<file path="src/hw/rtl/noc_permutation_destination_defines.svh">
// ----------------------------------------------------------------------------
// noc_permutation_destination_defines
// Assertion macros shared by the destination generator RTL.
// ----------------------------------------------------------------------------
`ifndef NOC_PERMUTATION_DESTINATION_DEFINES_SVH
`define NOC_PERMUTATION_DESTINATION_DEFINES_SVH

// same-cycle implication, disabled in reset
`define NPD_ASSERT_IMP(lbl, a_clk, a_rst_n, ante, cons, msg) \
    lbl: assert property (@(posedge a_clk) disable iff (!a_rst_n) (ante) |-> (cons)) \
        else $error(msg);

// next-cycle implication, disabled in reset
`define NPD_ASSERT_NXT(lbl, a_clk, a_rst_n, ante, cons, msg) \
    lbl: assert property (@(posedge a_clk) disable iff (!a_rst_n) (ante) |=> (cons)) \
        else $error(msg);

`endif

</file>
<file path="src/hw/rtl/nprm_pkg.sv">
// ----------------------------------------------------------------------------
// nprm_pkg
// Types and constants of the permutation destination generator.
// ----------------------------------------------------------------------------
`default_nettype none

package nprm_pkg;

    localparam int NODE_W  = 16;
    localparam int RADIX_W = 9;
    localparam int RECIP_W = 32;

    localparam logic [2:0] PAT_BITCOMP   = 3'd0;
    localparam logic [2:0] PAT_TRANSPOSE = 3'd1;
    localparam logic [2:0] PAT_BITREV    = 3'd2;
    localparam logic [2:0] PAT_SHUFFLE   = 3'd3;
    localparam logic [2:0] PAT_TORNADO   = 3'd4;
    localparam logic [2:0] PAT_NEIGHBOR  = 3'd5;

    localparam logic [1:0] REG_PATTERN   = 2'd0;
    localparam logic [1:0] REG_NODE_BITS = 2'd1;
    localparam logic [1:0] REG_RADIX     = 2'd2;
    localparam logic [1:0] REG_DIMS      = 2'd3;

    typedef enum logic [1:0] {
        ST_DIV,
        ST_SPAN,
        ST_DONE
    } setup_state_t;

    typedef struct packed {
        logic [NODE_W-1:0] q;
        logic [NODE_W-1:0] acc;
        logic [NODE_W-1:0] bit_res;
        logic              err;
        logic              digit;
    } item_t;

    typedef struct packed {
        logic [RADIX_W-1:0] radix;
        logic [RADIX_W-1:0] add;
        logic [RECIP_W-1:0] recip;
    } digit_cfg_t;

endpackage

`default_nettype wire

</file>
<file path="src/hw/rtl/nprm_setup.sv">
// ----------------------------------------------------------------------------
// nprm_setup
// Derives reciprocal of the radix, digit place values and the range check
// after reset and after every configuration write.
// ----------------------------------------------------------------------------
`default_nettype none

module nprm_setup #(
    parameter int ADDR_BITS = 16,
    parameter int MAX_DIMS  = 8
) (
    input  logic                          clk,
    input  logic                          rst_n,
    input  logic                          restart,
    input  logic [nprm_pkg::RADIX_W-1:0]  radix,
    input  logic [3:0]                    dims,
    output logic                          busy,
    output logic [nprm_pkg::RECIP_W-1:0]  recip,
    output logic [nprm_pkg::NODE_W-1:0]   span [MAX_DIMS],
    output logic                          digit_bad
);
    import nprm_pkg::*;

    localparam int DIV_STEPS = RECIP_W + 1;
    localparam int CW        = $clog2(DIV_STEPS + MAX_DIMS);
    localparam int SW        = ADDR_BITS + 1;
    localparam int PW        = SW + RADIX_W;
    localparam logic [PW-1:0] LIMIT = PW'(1) << ADDR_BITS;

    setup_state_t state_reg, state_next;
    logic [CW-1:0]        cnt_reg;
    logic [RADIX_W-1:0]   rem_reg;
    logic [RECIP_W:0]     quo_reg;
    logic [SW-1:0]        span_cur_reg;
    logic                 over_reg;
    logic                 digit_bad_reg;
    logic [NODE_W-1:0]    span_reg [MAX_DIMS];

    logic [RADIX_W:0]     trial;
    logic                 qbit;
    logic [RADIX_W:0]     trial_sub;
    logic [PW-1:0]        prod;
    logic                 over_new;
    logic                 div_last;
    logic                 span_last;

    always_comb
    begin
        trial     = {rem_reg, (cnt_reg == '0)};
        qbit      = (trial >= {1'b0, radix});
        trial_sub = trial - {1'b0, radix};
        prod      = PW'(span_cur_reg) * PW'(radix);
        over_new  = over_reg || (prod > LIMIT);
        div_last  = (cnt_reg == CW'(DIV_STEPS - 1));
        span_last = (cnt_reg == CW'(MAX_DIMS - 1));
    end

    always_comb
    begin
        state_next = state_reg;
        if (restart)
        begin
            state_next = ST_DIV;
        end
        else
        begin
            case (state_reg)
                ST_DIV:
                begin
                    if (div_last)
                    begin
                        state_next = ST_SPAN;
                    end
                end
                ST_SPAN:
                begin
                    if (span_last)
                    begin
                        state_next = ST_DONE;
                    end
                end
                ST_DONE: state_next = ST_DONE;
                default: state_next = ST_DIV;
            endcase
        end
    end

    always_comb
    begin
        busy = (state_reg != ST_DONE);
    end

    always_ff @(posedge clk or negedge rst_n)
    begin
        if (!rst_n)
        begin
            state_reg     <= ST_DIV;
            cnt_reg       <= '0;
            rem_reg       <= '0;
            span_cur_reg  <= SW'(1);
            over_reg      <= 1'b0;
            digit_bad_reg <= 1'b0;
        end
        else
        begin
            state_reg <= state_next;
            if (restart)
            begin
                cnt_reg <= '0;
                rem_reg <= '0;
            end
            else
            begin
                case (state_reg)
                    ST_DIV:
                    begin
                        rem_reg <= qbit ? trial_sub[RADIX_W-1:0] : trial[RADIX_W-1:0];
                        if (div_last)
                        begin
                            cnt_reg      <= '0;
                            span_cur_reg <= SW'(1);
                            over_reg     <= 1'b0;
                        end
                        else
                        begin
                            cnt_reg <= cnt_reg + CW'(1);
                        end
                    end
                    ST_SPAN:
                    begin
                        span_cur_reg <= prod[SW-1:0];
                        over_reg     <= over_new;
                        if (CW'(dims) == cnt_reg + CW'(1))
                        begin
                            digit_bad_reg <= over_new;
                        end
                        cnt_reg <= cnt_reg + CW'(1);
                    end
                    default:
                    begin
                        cnt_reg <= cnt_reg;
                    end
                endcase
            end
        end
    end

    always_ff @(posedge clk)
    begin
        if (state_reg == ST_DIV)
        begin
            quo_reg <= {quo_reg[RECIP_W-1:0], qbit};
        end
        for (int k = 0; k < MAX_DIMS; k++)
        begin
            if ((state_reg == ST_SPAN) && (cnt_reg == CW'(k)))
            begin
                span_reg[k] <= span_cur_reg[NODE_W-1:0];
            end
        end
    end

    assign recip     = quo_reg[RECIP_W-1:0];
    assign span      = span_reg;
    assign digit_bad = digit_bad_reg;

endmodule

`default_nettype wire

</file>
<file path="config.mk">
export PLATFORM = sky130hd
export DESIGN_NAME = nprm_setup
export DESIGN_NICKNAME = d
export VERILOG_FILES = /design/src/hw/rtl/noc_permutation_destination_defines.svh /design/src/hw/rtl/nprm_pkg.sv /design/src/hw/rtl/nprm_setup.sv
export SDC_FILE = /design/constraint.sdc
export NUM_CORES = 1
export LEC_CHECK = 0
export BUFFER_PORTS_ARGS = -buffer_cell sky130_fd_sc_hd__buf_4
export CAP_MARGIN = 20
export CORE_UTILIZATION = 40
export CTS_CLUSTER_DIAMETER = 100
export DETAILED_ROUTE_END_ITERATION = 6
export PLACE_DENSITY = 0.56
export SKIP_CTS_REPAIR_TIMING = 1
export SYNTH_ARGS = -nofsm -noshare
export SYNTH_HDL_FRONTEND = slang
export SYNTH_SLANG_ARGS = --single-unit
export TNS_END_PERCENT = 30
</file>
<file path="constraint.sdc">
create_clock -name clk -period 7.05 [get_ports clk]
set_clock_uncertainty 0.2 [all_clocks]
set_input_delay 0 -clock clk [delete_from_list [all_inputs] [get_ports clk]]
set_output_delay 0 -clock clk [all_outputs]
set_load 0.01 [all_outputs]
</file>
==> flow_summary.toml <==
[min_path]
hold_end = "digit_bad"
min_path_cells = 5
worstHoldStart = "dims[0]"
hp-class = "in -> reg"

[route]
routed_wl_um = 29000
ant_nets = 0
avgViaCountPerCell = 5.12
vias = 8086
drt-wirelength-per-cell_um = 18.3
dr.pass1.iters = 5
drtIter0Drc = 550
post-route-drc-count = 0

[timing]
worstMarginPinSlew_ns = 0.990
fin_crit_ns = 6.46
max_freq_ghz = 0.155
maxSlewViolCount = 0
slew_headroom_pct = 34.0
finalHoldViolations = 0
setup-violations-final = 0
setup_ws_ns = 0.589
fin_setup_tns_ns = 0
rsz0062_at_grt = "false"
fin_crit_sh_pct = 91.6

[finish]
regArea_um2 = 5710
drive_above_1_share_pct = 18.4
fillers = 2688
diodes = 0
largest_register_ffs = 128
area_growth_syn_to_layout_pct = 19.0
final_nets = 1363
multiInputGateArea_um2 = 5620

[critical_path]
cp-start-kind = "flop"
crit_type = "reg -> reg"
end_kind = "flop"
reg2reg_from = "span_cur_reg[3]"
cp.required_ns = 7.18
worstReg2RegEnd = "digit_bad"
arrival_ns = 6.59
cp_max_fo = 18
cp_cell_sequence = "nand2_1 -> fa_1 -> inv_1 -> fa_1 -> ha_1 -> inv_1 -> fa_1 -> inv_1 -> fa_1 -> or4_1 -> a2111oi_0 -> nor4b_2 -> or4b_1 -> o41ai_2 -> nand4_1 -> mux2_2"
cp_common_cell = "fa_1"
startpoint = "span_cur_reg[3]"
crit_slowest_cell = "dfrtp_1"
reg2reg_slack_ns = 0.59
rr_worst_depth = 16
max_stage_delay_ns = 0.77

[clock_tree]
clock_latency_ns = 0.43
root_buffer = "clkbuf_16"
cts_tree = "done"
htreeDepth = 4
clock-sinks = 196
clk_pin_slew_worst_paths_ns = 0.07
ctsLongestPathBuffers = 2
cts_buffers = 17

[global_routing]
grt_overflow = 0
grt_use_total_pct = 19.5
grt_max_degree = 50
grt_pass1_vias = 8085
antenna_found_initial = 0
grt_pass1_wl_um = 46200

[logic_synthesis]
muxShareOfSynthArea_pct = 0.840
synth_edf_count = 160
yosys_most_used_dff = "edfxtp_1"
ys_top_cells_by_count = "160 x edfxtp_1, 144 x inv_1, 114 x nand2_1"
ys_seq_area_share_pct = 47.3
synth_top_family_by_area = "adder cells"
yosysUniqueCellTypes = 57
synth_seq_cells = 196
synth.most_common_cell = "edfxtp_1"
synth.largest_area_cell = "edfxtp_1"
synth_fp_nets = 1203
synth_area_leaders = "edfxtp_1 40%, fa_1 18%, dfrtp_1 7.3%"
netlist.area_leader.share_pct = 39.8
syn_inst = 1017
netlist_area_um2 = 12100
ys_warn_count = 0
synth_simple_gate_area_share_pct = 11.9
ys_async_sr_fraction_pct = 18.4
synth_compound_area_share_pct = 7.80
syn_avg_cell_area_um2 = 11.9
synth_xor_xnor_area_share_pct = 1.67
synthAdderAreaFrac_pct = 24.3

[placed_design]
port_buffers = 177
gp_congestion = 0.861
dp_slack_ns = 0.545
dp.final_hpwl_um = 21200

[floorplan]
die_w_um = 176
io_pins = 178
fp.dieH_um = 176
die-area_um2 = 30900
rows = 63
coreArea_um2 = 29600
start_util_pct = 40.7

[run]
drv_cap = 0

[run_status]
status = "finished clean"

[power]
cellPowerDensity_nw_per_um2 = 298
p_leak_uw = 0.00654
peakVddDrop_mv = 0.192
report_power, final:
part           internal (uW)  switching (uW)
Clock                    492             432
Sequential              1520             213
Combinational            678             940
Total                   2690            1590
worst max-delay path by stage:
stage	end	slack [ns]	cells past startpoint
3_3_place_gp	digit_bad	0.63	16
3_5_place_dp	digit_bad	0.55	16
4_1_cts	digit_bad	0.54	16
5_1_grt	digit_bad	0.32	16
2_1_floorplan	digit_bad	1.53	18
6_report	digit_bad	0.59	16
critical path, delay by kind of cell (launching register included):
kind | cells | cell delay [ns]
flip-flops | 1 | 0.77
buffers and inverters | 3 | 0.18
AO/OA/AOI/OAI | 2 | 0.82
multiplexers | 1 | 0.30
adder cells (fa/ha/maj) | 5 | 2.36
AND/OR/NAND/NOR | 5 | 1.71
placed cells by master, fill, tap and decap left out, types with 13 or more instances in the layout:
cell type	count
buf_4	183
edfxtp_1	160
inv_1	144
nand2_1	114
fa_1	107
and2_1	79
ha_1	62
nor2_1	38
dfrtp_1	35
o21ai_0	32
a21oi_1	23
clkbuf_16	17
xnor2_1	13
cells by family (layout without fill, tap and decap cells):
logic type                 after synthesis  count (layout)
and+or+nand+nor                        291             291
buffers and inverters                  192             365
xor gates and xnor gates                23              23
AOI/OAI and AO/OA                      135             135
adders and majority gates              170             170
DFF                                    196             196
muxes                                   10              10
metrics by stage:
stage	util, %	area, um2	total power (uW)	cells	hold slack [ns]
finish	48.4	14400	4280	1580	0.0458
detailed placement	46.3	13700	3370	1542	-0.166
global route	48.4	14400	4590	1580	0.0434
floorplan	-	12100	2820	1017	-0.496
CTS	48.2	14300	4310	1574	-0.640
global placement	46.3	13700	3360	1542	-0.175
layout make-up:
cell class,instances,share of cell area [%]
clock buffer,18,2.99
multi-input combinational,629,39.1
tap,390,3.40
timing repair buffer,189,10.1
sequential,196,39.8
inverter,144,3.77
clock inverter,14,0.863
per-layer routing:
layer	global-route usage [%]	wire, um
met1	28.2	13900
met4	3.95	217
met3	2.60	1380
met5	0	0
met2	31.2	13500
Power figures use the tool's default switching activity.
