`config.mk`:
```
export PLATFORM = sky130hd
export DESIGN_NAME = nprm_digit
export DESIGN_NICKNAME = d
export VERILOG_FILES = /design/src/hw/rtl/noc_permutation_destination_defines.svh /design/src/hw/rtl/nprm_pkg.sv /design/src/hw/rtl/nprm_digit.sv
export SDC_FILE = /design/constraint.sdc
export NUM_CORES = 2
export LEC_CHECK = 0
export BUFFER_PORTS_ARGS = -buffer_cell sky130_fd_sc_hd__buf_2
export CORE_MARGIN = 5
export CORE_UTILIZATION = 55
export CTS_CLUSTER_SIZE = 28
export DETAILED_ROUTE_END_ITERATION = 12
export PLACE_DENSITY = 0.75
export SYNTH_ARGS = -nofsm -noshare
export SYNTH_HDL_FRONTEND = slang
export SYNTH_SLANG_ARGS = --single-unit
```
`constraint.sdc`:
```
create_clock -name clk -period 9.5 [get_ports clk]
set_clock_uncertainty 0.1 [all_clocks]
set_input_delay 0 -clock clk [delete_from_list [all_inputs] [get_ports clk]]
set_output_delay 0 -clock clk [all_outputs]
set_load 0.01 [all_outputs]
```
`src/hw/rtl/noc_permutation_destination_defines.svh`:
```
// ----------------------------------------------------------------------------
// noc_permutation_destination_defines
// Assertion macros shared by the destination generator RTL.
// ----------------------------------------------------------------------------
`ifndef NOC_PERMUTATION_DESTINATION_DEFINES_SVH
`define NOC_PERMUTATION_DESTINATION_DEFINES_SVH

// same-cycle implication, disabled in reset
`define NPD_ASSERT_IMP(lbl, a_clk, a_rst_n, ante, cons, msg) \
    lbl: assert property (@(posedge a_clk) disable iff (!a_rst_n) (ante) |-> (cons)) \
        else $error(msg);

// next-cycle implication, disabled in reset
`define NPD_ASSERT_NXT(lbl, a_clk, a_rst_n, ante, cons, msg) \
    lbl: assert property (@(posedge a_clk) disable iff (!a_rst_n) (ante) |=> (cons)) \
        else $error(msg);

`endif

```
`src/hw/rtl/nprm_pkg.sv`:
```
// ----------------------------------------------------------------------------
// nprm_pkg
// Types and constants of the permutation destination generator.
// ----------------------------------------------------------------------------
`default_nettype none

package nprm_pkg;

    localparam int NODE_W  = 16;
    localparam int RADIX_W = 9;
    localparam int RECIP_W = 32;

    localparam logic [2:0] PAT_BITCOMP   = 3'd0;
    localparam logic [2:0] PAT_TRANSPOSE = 3'd1;
    localparam logic [2:0] PAT_BITREV    = 3'd2;
    localparam logic [2:0] PAT_SHUFFLE   = 3'd3;
    localparam logic [2:0] PAT_TORNADO   = 3'd4;
    localparam logic [2:0] PAT_NEIGHBOR  = 3'd5;

    localparam logic [1:0] REG_PATTERN   = 2'd0;
    localparam logic [1:0] REG_NODE_BITS = 2'd1;
    localparam logic [1:0] REG_RADIX     = 2'd2;
    localparam logic [1:0] REG_DIMS      = 2'd3;

    typedef enum logic [1:0] {
        ST_DIV,
        ST_SPAN,
        ST_DONE
    } setup_state_t;

    typedef struct packed {
        logic [NODE_W-1:0] q;
        logic [NODE_W-1:0] acc;
        logic [NODE_W-1:0] bit_res;
        logic              err;
        logic              digit;
    } item_t;

    typedef struct packed {
        logic [RADIX_W-1:0] radix;
        logic [RADIX_W-1:0] add;
        logic [RECIP_W-1:0] recip;
    } digit_cfg_t;

endpackage

`default_nettype wire

```
`src/hw/rtl/nprm_digit.sv`:
```
// ----------------------------------------------------------------------------
// nprm_digit
// One digit step: split off the low base-radix digit, shift it and add it
// back at its place value. Three register stages.
// ----------------------------------------------------------------------------
`default_nettype none

module nprm_digit (
    input  logic                          clk,
    input  logic                          rst_n,
    input  logic                          in_valid,
    input  nprm_pkg::item_t               in_item,
    input  nprm_pkg::digit_cfg_t          cfg,
    input  logic [nprm_pkg::NODE_W-1:0]   span,
    input  logic                          active,
    output logic                          out_valid,
    output nprm_pkg::item_t               out_item
);
    import nprm_pkg::*;

    localparam int PA_W = NODE_W + RECIP_W;
    localparam int PB_W = NODE_W + RADIX_W;

    logic              a_valid_reg, b_valid_reg, c_valid_reg;
    item_t             a_item_reg, b_item_reg, c_item_reg;
    logic [NODE_W-1:0] a_qe_reg;
    logic [RADIX_W-1:0] b_r_reg;

    logic [PA_W-1:0]    prod_a;
    logic [PB_W-1:0]    prod_b;
    logic [PB_W-1:0]    diff;
    logic [RADIX_W+1:0] r_raw;
    logic               corr;
    logic [RADIX_W+1:0] r_fix;
    item_t              b_item_next;
    logic [RADIX_W:0]   t;
    logic [RADIX_W:0]   nd;
    logic [PB_W-1:0]    term;
    item_t              c_item_next;

    always_comb
    begin
        prod_a = PA_W'(in_item.q) * PA_W'(cfg.recip);

        prod_b = PB_W'(a_qe_reg) * PB_W'(cfg.radix);
        diff   = PB_W'(a_item_reg.q) - prod_b;
        r_raw  = diff[RADIX_W+1:0];
        corr   = (r_raw >= (RADIX_W+2)'(cfg.radix));
        r_fix  = corr ? (r_raw - (RADIX_W+2)'(cfg.radix)) : r_raw;
        b_item_next   = a_item_reg;
        b_item_next.q = a_qe_reg + NODE_W'(corr);

        t    = (RADIX_W+1)'(b_r_reg) + (RADIX_W+1)'(cfg.add);
        nd   = (t >= (RADIX_W+1)'(cfg.radix)) ? (t - (RADIX_W+1)'(cfg.radix)) : t;
        term = PB_W'(span) * PB_W'(nd[RADIX_W-1:0]);
        c_item_next = b_item_reg;
        if (active)
        begin
            c_item_next.acc = b_item_reg.acc + term[NODE_W-1:0];
        end
    end

    always_ff @(posedge clk or negedge rst_n)
    begin
        if (!rst_n)
        begin
            a_valid_reg <= 1'b0;
            b_valid_reg <= 1'b0;
            c_valid_reg <= 1'b0;
        end
        else
        begin
            a_valid_reg <= in_valid;
            b_valid_reg <= a_valid_reg;
            c_valid_reg <= b_valid_reg;
        end
    end

    always_ff @(posedge clk)
    begin
        a_item_reg <= in_item;
        a_qe_reg   <= prod_a[PA_W-1:RECIP_W];
        b_item_reg <= b_item_next;
        b_r_reg    <= r_fix[RADIX_W-1:0];
        c_item_reg <= c_item_next;
    end

    assign out_valid = c_valid_reg;
    assign out_item  = c_item_reg;

endmodule

`default_nettype wire

```
==> results.ini <==
[run_status]
status = finished, final reports clean

[yosys]
largest_family_of_logic_cells_by_synthesized_area = adder cells
synth_async_sr_flop_share_pct = 1.73
synth_top_area_cell = sky130_fd_sc_hd__fa_1
synth.cell_area_um2 = 25500
synth.net_count = 3553
synth_xor_area_share_pct = 3.36
yosys-top-cells-count = 541 x sky130_fd_sc_hd__inv_1, 536 x sky130_fd_sc_hd__fa_1, 466 x sky130_fd_sc_hd__nand2_1
synthMostInstantiatedCell = sky130_fd_sc_hd__inv_1
synth-edff-count = 0
ys_types = 71
syn_area_per_cell_um2 = 9.46
area_fraction_in_compound_gates_after_synthesis_pct = 4.83
share_of_synthesized_area_occupied_by_flip_flops_and_latches_pct = 13.7
synth-seq-cells = 173
synth-adder-area-share_pct = 52.1
synthDominantCellAreaShare_pct = 42.1
muxShareOfSynthArea_pct = 0.761
netlist_top_cells_area = sky130_fd_sc_hd__fa_1 42%, sky130_fd_sc_hd__dfxtp_1 13%, sky130_fd_sc_hd__ha_1 10%
synth_simple_gate_area_share_pct = 15.8
ys_dominant_reg_cell = sky130_fd_sc_hd__dfxtp_1
synthCells = 2694
yosys_warnings = 0

[worst_setup_path]
master_of_the_slowest_instance_on_the_critical_path = sky130_fd_sc_hd__a21oi_1
cp-end-kind = flip-flop
criticalPathCategory = flip-flop to flip-flop
r2r_worst_path_depth = 27
crit_fanout = 12
critPathArrivalTime_ns = 8.89
crit_path_max_incr_delay_ns = 0.74
setup.worst_path.start_class = flip-flop
worst_ep_required_time_ns = 9.72
regToRegSetupSlack_ns = 0.83
critPathMostFrequentCell = sky130_fd_sc_hd__fa_1
r2r_start = b_r_reg[1]
regToRegEndpoint = out_item[33]

[cts]
clk_path_buf_depth = 2
clk_pin_slew_worst_paths_ns = 0.07
cts_buffers = 17
post_cts_resize_count = 0
cts.htree.levels = 4
postCtsSetupBuffers = 0
numClockSinks = 173
cts_tree = built
cts.root.buffer_cell = sky130_fd_sc_hd__clkbuf_16
clk-insertion-delay-late_ns = 0.43

[die]
std_cell_rows = 78
num_io_pins = 171
starting_density_of_the_core_pct = 55.9
die-height_um = 225
core_um2 = 45600
fp.dieW_um = 225
die_area_um2 = 50700

[timing]
min_clock_period_post_route_ns = 8.67
fmax_ghz = 0.115
slew_headroom_pct = 38.2
final_worst_path_period_share_pct = 91.3
setup_total_negative_slack_ns = 0
setup_viol_count_final = 0
grt_setup_unrepaired = false
tightest_slew_ns = 0.928
finalMaxSlewViolations = 0
final-hold-violation-count = 0

[finish]
multiInputGateArea_um2 = 19600
share_of_post_route_cells_with_drive_strength_above_1_pct = 8.43
num-fill-cells = 3808
regArea_um2 = 3480
design.final.nets = 3693
areaGrowthSynthToFinish_pct = 9.04

[placed_design]
routabilityCongestion = 0.907
portBuffers = 170
dp_hpwl_um = 48000

[worst_hold_path]
worst_hold_path_type = primary input to flip-flop
hold_crit_endpoint = a_item_reg[38]
hold_path.startpoint = in_item[38]
hold-path-cell-count = 1

[global_route]
antenna_violations_before_repair = 2
grt-ovfl-total = 0
grt_util_all_layers_pct = 25.9
grt_pass1_wl_um = 105000
grt_pass1_vias = 20900
grt_start_max_net_pins = 34

[routing]
drtIter0Drc = 1249
avgViaCountPerCell = 5.42
remaining_drc_errors = 0
drt-pass1-iter-count = 5
route.detailed.wl_per_inst_um = 18.3
vias = 18700
wl_um = 63000
route.antenna.remaining_nets = 0

[run]
cap_viol_max_count = 0

[layer usage]
layer	GRT usage (%)	wire, um	vias to the layer above
met4	8.79	1930	0
met3	4.98	5420	144
met1	33.2	24600	9378
li1	-	-	8344
met5	0	0	-
met2	44.3	31000	828
[placed cells by master, fill, tap and decap left out, types with 13 or more instances in the layout]
| cell type | instances |
|---|---|
| sky130_fd_sc_hd__o21ai_0 | 35 |
| sky130_fd_sc_hd__nand2_1 | 466 |
| sky130_fd_sc_hd__o21a_1 | 18 |
| sky130_fd_sc_hd__buf_2 | 170 |
| sky130_fd_sc_hd__nand3_1 | 13 |
| sky130_fd_sc_hd__nor3_1 | 19 |
| sky130_fd_sc_hd__and2_1 | 238 |
| sky130_fd_sc_hd__a21o_1 | 20 |
| sky130_fd_sc_hd__dfxtp_1 | 170 |
| sky130_fd_sc_hd__a21oi_1 | 45 |
| sky130_fd_sc_hd__xnor2_1 | 63 |
| sky130_fd_sc_hd__inv_1 | 541 |
| sky130_fd_sc_hd__xor2_1 | 27 |
| sky130_fd_sc_hd__clkbuf_16 | 18 |
| sky130_fd_sc_hd__fa_1 | 536 |
| sky130_fd_sc_hd__nor2_1 | 44 |
| sky130_fd_sc_hd__ha_1 | 203 |
| sky130_fd_sc_hd__dlygate4sd3_1 | 45 |
[stage by stage]
stage	util (%)	cells	instance area [um^2]	setup slack, ns	hold slack [ns]
4_1_cts	61.0	3447	27800	0.911	0.00467
6_report	61.0	3449	27800	0.827	0.0719
5_1_grt	61.0	3449	27800	0.260	0.0624
3_3_place_gp	58.6	3370	26700	1.14	-0.306
2_1_floorplan	-	2694	25500	1.68	-0.396
3_5_place_dp	58.6	3370	26700	0.966	-0.300
[worst max-delay path, delay by kind of cell (launching register included)]
family                     cells  cell delay (ns)
DFF                            1             0.31
and+or+nand+nor                7             1.42
xor gates and xnor gates       1             0.34
adders and majority gates      8             3.38
buffers and inverters          2             0.10
AOI/OAI and AO/OA              9             2.90
[area by class of cell]
class / count / share of cell area [%]
Clock buffer: 19 / 1.67
Inverter: 542 / 7.32
Tap cell: 600 / 2.70
Sequential cell: 173 / 12.5
Multi-Input combinational cell: 1879 / 70.4
Clock inverter: 13 / 0.500
Timing Repair Buffer: 221 / 4.85
Antenna cell: 2 / 0.0180
[how the worst max path moves through the flow]
stage / start / endpoint / slack [ns]
2_1_floorplan: b_r_reg[0] / out_item[33] / 1.68
5_1_grt: b_r_reg[1] / out_item[33] / 0.26
3_3_place_gp: b_r_reg[1] / out_item[33] / 1.14
3_5_place_dp: b_r_reg[1] / out_item[33] / 0.97
6_report: b_r_reg[1] / out_item[33] / 0.83
4_1_cts: b_r_reg[0] / out_item[33] / 0.91
[cell families after synthesis]
logic type                 Yosys count
and+or+nand+nor                    847
adders and majority gates          739
buffers and inverters              642
AOI/OAI and AO/OA                  183
DFF                                173
xor gates and xnor gates            93
muxes                               17
[what timing repair did]
| item | CTS | global route |
|---|---|---|
| setup endpoints to repair | 0 | 0 |
| endpoints found under the hold margin | 54 | 0 |
| hold buffers | 45 | 0 |
Power is left out: the tool's default activity adds up to more than one toggle a clock period on the data nets, which glitch-free logic cannot reach.
